==> config.mk <==
export PLATFORM = sky130hd
export DESIGN_NAME = rth_mul
export DESIGN_NICKNAME = d
export VERILOG_FILES = /design/src/rtl/rth_pkg.sv /design/src/rtl/rth_mul.sv
export SDC_FILE = /design/constraint.sdc
export NUM_CORES = 2
export LEC_CHECK = 0
export BUFFER_PORTS_ARGS = -buffer_cell sky130_fd_sc_hd__buf_2
export CAP_MARGIN = 20
export CORE_ASPECT_RATIO = 1.4
export CORE_MARGIN = 2
export CORE_UTILIZATION = 61
export CTS_CLUSTER_SIZE = 12
export DETAILED_ROUTE_END_ITERATION = 6
export PLACE_DENSITY_LB_ADDON = 0.25
export SYNTH_ARGS = -nofsm -noshare
export SYNTH_HDL_FRONTEND = slang
export SYNTH_SLANG_ARGS = --single-unit
==> constraint.sdc <==
create_clock -name clk -period 17.95 [get_ports clk]
set_input_delay 0.8975 -clock clk [delete_from_list [all_inputs] [get_ports clk]]
set_output_delay 0.8975 -clock clk [all_outputs]
set_load 0.005 [all_outputs]
==> src/rtl/rth_pkg.sv <==
// Shared constants, codes and types of the ray/triangle hit test block.
package rth_pkg;

    localparam int FIELD_W         = 21;
    localparam int VERTEX_W        = 63;
    localparam int EPS_W           = 32;
    localparam int STATUS_W        = 3;
    localparam int DIST_W          = 32;
    localparam int NORMAL_W        = 45;
    localparam int CFG_INDEX_W     = 2;
    localparam int COORD_WIDTH_DEF = 21;
    localparam int T_FRAC_BITS_DEF = 16;
    localparam int MUL_CHUNK       = 24;
    localparam int TMUL_CHUNK      = 16;
    localparam int SETTLE_CYCLES   = 8;
    localparam int SETTLE_W        = $clog2(SETTLE_CYCLES + 1);

    typedef enum logic [STATUS_W-1:0] {
        ST_HIT      = 3'd0,
        ST_PARALLEL = 3'd1,
        ST_BEHIND   = 3'd2,
        ST_OUTSIDE  = 3'd3,
        ST_RANGE    = 3'd4
    } status_t;

    typedef enum logic [CFG_INDEX_W-1:0] {
        REG_VERTEX_A = 2'd0,
        REG_VERTEX_B = 2'd1,
        REG_VERTEX_C = 2'd2,
        REG_EPSILON  = 2'd3
    } cfg_reg_t;

endpackage

==> src/rtl/rth_mul.sv <==
// Two-stage signed multiplier that splits the wide operand into chunks.
module rth_mul import rth_pkg::*; #(
    parameter int WA    = NORMAL_W,
    parameter int WB    = FIELD_W + 1,
    parameter int CHUNK = MUL_CHUNK
) (
    input  logic                    clk,
    input  logic                    en,
    input  logic signed [WA-1:0]    a,
    input  logic signed [WB-1:0]    b,
    output logic signed [WA+WB-1:0] p
);
    localparam int NC  = (WA + CHUNK - 1) / CHUNK;
    localparam int XW  = NC * CHUNK;
    localparam int PPW = CHUNK + 1 + WB;
    localparam int SW  = XW + WB + 1;

    logic signed [XW-1:0]    a_x;
    logic signed [PPW-1:0]   pp_reg [NC];
    logic signed [SW-1:0]    sum;
    logic signed [WA+WB-1:0] p_reg;

    assign a_x = XW'(a);

    // partial products: low chunks unsigned, top chunk carries the sign
    for (genvar j = 0; j < NC; j++)
    begin : g_pp
        logic signed [CHUNK:0] piece;
        if (j == NC - 1)
        begin : g_top
            assign piece = {a_x[XW-1], a_x[j*CHUNK +: CHUNK]};
        end
        else
        begin : g_low
            assign piece = {1'b0, a_x[j*CHUNK +: CHUNK]};
        end
        always_ff @(posedge clk)
        begin
            if (en)
            begin
                pp_reg[j] <= piece * b;
            end
        end
    end

    always_comb
    begin
        sum = '0;
        for (int j = 0; j < NC; j++)
        begin
            sum = sum + (SW'(pp_reg[j]) <<< (j * CHUNK));
        end
    end

    always_ff @(posedge clk)
    begin
        if (en)
        begin
            p_reg <= sum[WA+WB-1:0];
        end
    end

    assign p = p_reg;
endmodule

==> flow_summary.toml <==
[outcome]
status = "finished, final reports clean"

[synthesis]
netlist_area_sq_um = 41400
seq_area_frac_synth_pct = 11.4
synth-main-ff-cell = "edfxtp_1"
synthesis.nets = 5688
synth_top_area_share_pct = 44.4
yosys.area.top_type = "fa_1"
synth_cell_types = 72
ys_ff_latch = 157
synth_area_leaders = "fa_1 (44%), edfxtp_1 (11%), ha_1 (10%), inv_1 (9.5%), and2_1 (5.9%)"
synth_enable_flop_cells = 157
avgSynthCellArea_sq_um = 9.50
synth_warnings = 0
syn_inst = 4356
async_flop_share_pct = 0

[cts]
cts_hold_buf = 0
postCtsSetupBuffers = 0
cts_max_path_buffers = 2
numCtsBuffers = 17
clkLatencyLatePin_ns = 0.48
clk_pin_slew_ns = 0.08
h-tree-depth = 4
root_buffer = "clkbuf_16"
cts.sink_count = 157
cts_resized = 0
cts_tree = "done"

[timing]
setup_viol = 0
worstMarginPinSlew_ns = 1.09
period_share_pct = 45.3
clock.fmax_mhz = 123
slew_viol_final = 0
relSlewSlack_pct = 27.3
finalHoldViolations = 0
layout_min_cycle_time_ns = 8.14
skew_ns = 0.0110
tns_ns = 0
rsz0062_at_grt = "false"

[worst_setup_path]
endpoint_kind = "flip-flop"
cp.required_ns = 18.18
crit_family = "adder cells"
crit_fanout = 23
arrival_ns = 8.37
worstSetupPathType = "input port to flip-flop"
startpoint_type = "input port"
critPathMaxStageDelay_ns = 0.73
critPathSlowestCell = "fa_1"
cp_num_buf_inv = 7
cp_common_cell = "fa_1"

[grt]
overflow = 0
use_met1_pct = 37.3
busiest_layer = "met2"
use_met3_pct = 3.61
use_met2_pct = 53.5
grt_max_degree = 99
grt_pass1_wl_mm = 165
grtUsageTotal_pct = 30.5
antenna_found_initial = 6
first_global_vias = 32200

[floorplanning]
die_x_microns = 224
core_sq_um = 67400
initial_core_util_pct = 61.4
boundaryPins = 136
rows = 113
die_area_sq_um = 70000
die_h_microns = 312

[detailed_routing]
antenna_left = 0
via_per_inst = 5.64
via_count = 29300
wl_per_cell_microns = 19.4
drt_iter0_markers = 2075
finalWirelength_mm = 101
dr.pass1.iters = 6
drcViolationCount = 0

[final_layout]
fin_nets = 5651
drive_above_1_share_pct = 4.87
nFillCells = 5548
largest_register_ffs = 90
area_growth_pct = 4.20

[placed_design]
io_buffer_count = 135
hpwl_mm = 78.0
gp_congestion = 0.904

[flow_run]
maxCapViolations = 0

[worst_hold_path]
hold_path_class = "flip-flop to flip-flop"
==> synth_stat cells (3+ instances only) <==
library cell	instances
nand4_1	6
nand3_1	31
inv_1	1047
and2_1	393
xor2_1	35
clkbuf_1	211
and3_1	14
o22ai_1	3
a21o_1	61
a21boi_0	3
a211oi_1	16
a211o_1	4
a41oi_1	3
nand3b_1	3
xnor2_1	90
ha_1	346
o21a_1	21
o31ai_1	4
nand2_1	588
nor3_1	17
or3_1	4
a31oi_1	11
edfxtp_1	157
nand2b_1	36
nor2_1	73
o21bai_1	13
a31o_2	3
a21oi_1	105
nor2b_1	25
o21ai_0	48
a221oi_1	4
o211ai_1	12
fa_1	917
o31a_1	3
==> layout make-up <==
class / instances / area, sq um / area share (%)
Sequential cell: 157 / 4710 / 10.9
Multi-Input combinational cell: 2939 / 31900 / 74.1
Antenna cell: 4 / 10.0 / 0.0232
Inverter: 1048 / 3930 / 9.12
Clock buffer: 17 / 425 / 0.987
Clock inverter: 15 / 180 / 0.418
Tap cell: 862 / 1080 / 2.50
Timing Repair Buffer: 156 / 840 / 1.95
==> per-layer routing <==
metal | wire length (microns) | share of wire, %
met5 | 22 | 0.022
met2 | 51600 | 51
met3 | 6190 | 6.1
met1 | 38000 | 38
met4 | 5280 | 5.2
==> kinds of logic after synthesis <==
family	share of synthesized area, %
flip-flops	11.4
adder cells (fa/ha/maj)	54.8
buffers and inverters	11.4
AND/OR/NAND/NOR	14.2
XOR/XNOR	2.65
AO/OA/AOI/OAI	5.49
==> final timing paths <==
path	slack, ns	from	cells past startpoint	to
worst max-delay path	9.81	b[21]	25	pp_reg[0][88]$_DFFE_PP_
worst min register to register	0.42	pp_reg[0][15]$_DFFE_PP_	0	p[15]$_DFFE_PP_
worst min-delay path	0.42	pp_reg[0][15]$_DFFE_PP_	0	p[15]$_DFFE_PP_
worst max register to register	14.27	pp_reg[0][44]$_DFFE_PP_	11	p[57]$_DFFE_PP_
==> cell usage in the layout, fill, tap and decap left out, types with 4 or more instances in the layout <==
| cell type | n |
|---|---|
| inv_1 | 1047 |
| fa_1 | 917 |
| nand2_1 | 588 |
| and2_1 | 393 |
| ha_1 | 346 |
| edfxtp_1 | 157 |
| buf_2 | 134 |
| a21oi_1 | 105 |
| xnor2_1 | 90 |
| nor2_1 | 73 |
| a21o_1 | 61 |
| o21ai_0 | 48 |
| nand2b_1 | 36 |
| xor2_1 | 35 |
| nand3_1 | 31 |
| nor2b_1 | 25 |
| o21a_1 | 21 |
| buf_4 | 21 |
| nor3_1 | 17 |
| clkbuf_16 | 17 |
| a211oi_1 | 16 |
| and3_1 | 14 |
| o21bai_1 | 13 |
| o211ai_1 | 12 |
| a31oi_1 | 11 |
| nand4_1 | 6 |
| inv_8 | 5 |
| diode_2 | 4 |
| a221oi_1 | 4 |
| or3_1 | 4 |
| a211o_1 | 4 |
| o31ai_1 | 4 |
| clkinv_8 | 4 |
==> per-stage QoR <==
step,utilization [%],cell area [sq um],setup slack [ns],instances,hold WS [ns]
2_1_floorplan,-,41400,10.19,4356,0.400
3_3_place_gp,63.0,42500,9.60,5162,0.401
3_5_place_dp,63.0,42500,9.38,5162,0.405
4_1_cts,63.9,43100,9.87,5194,0.420
5_1_grt,63.9,43100,9.40,5198,0.429
6_report,63.9,43100,9.81,5198,0.423
Power is not shown: default switching activity piles up to over one toggle a cycle in this logic, so the estimate is an artifact.
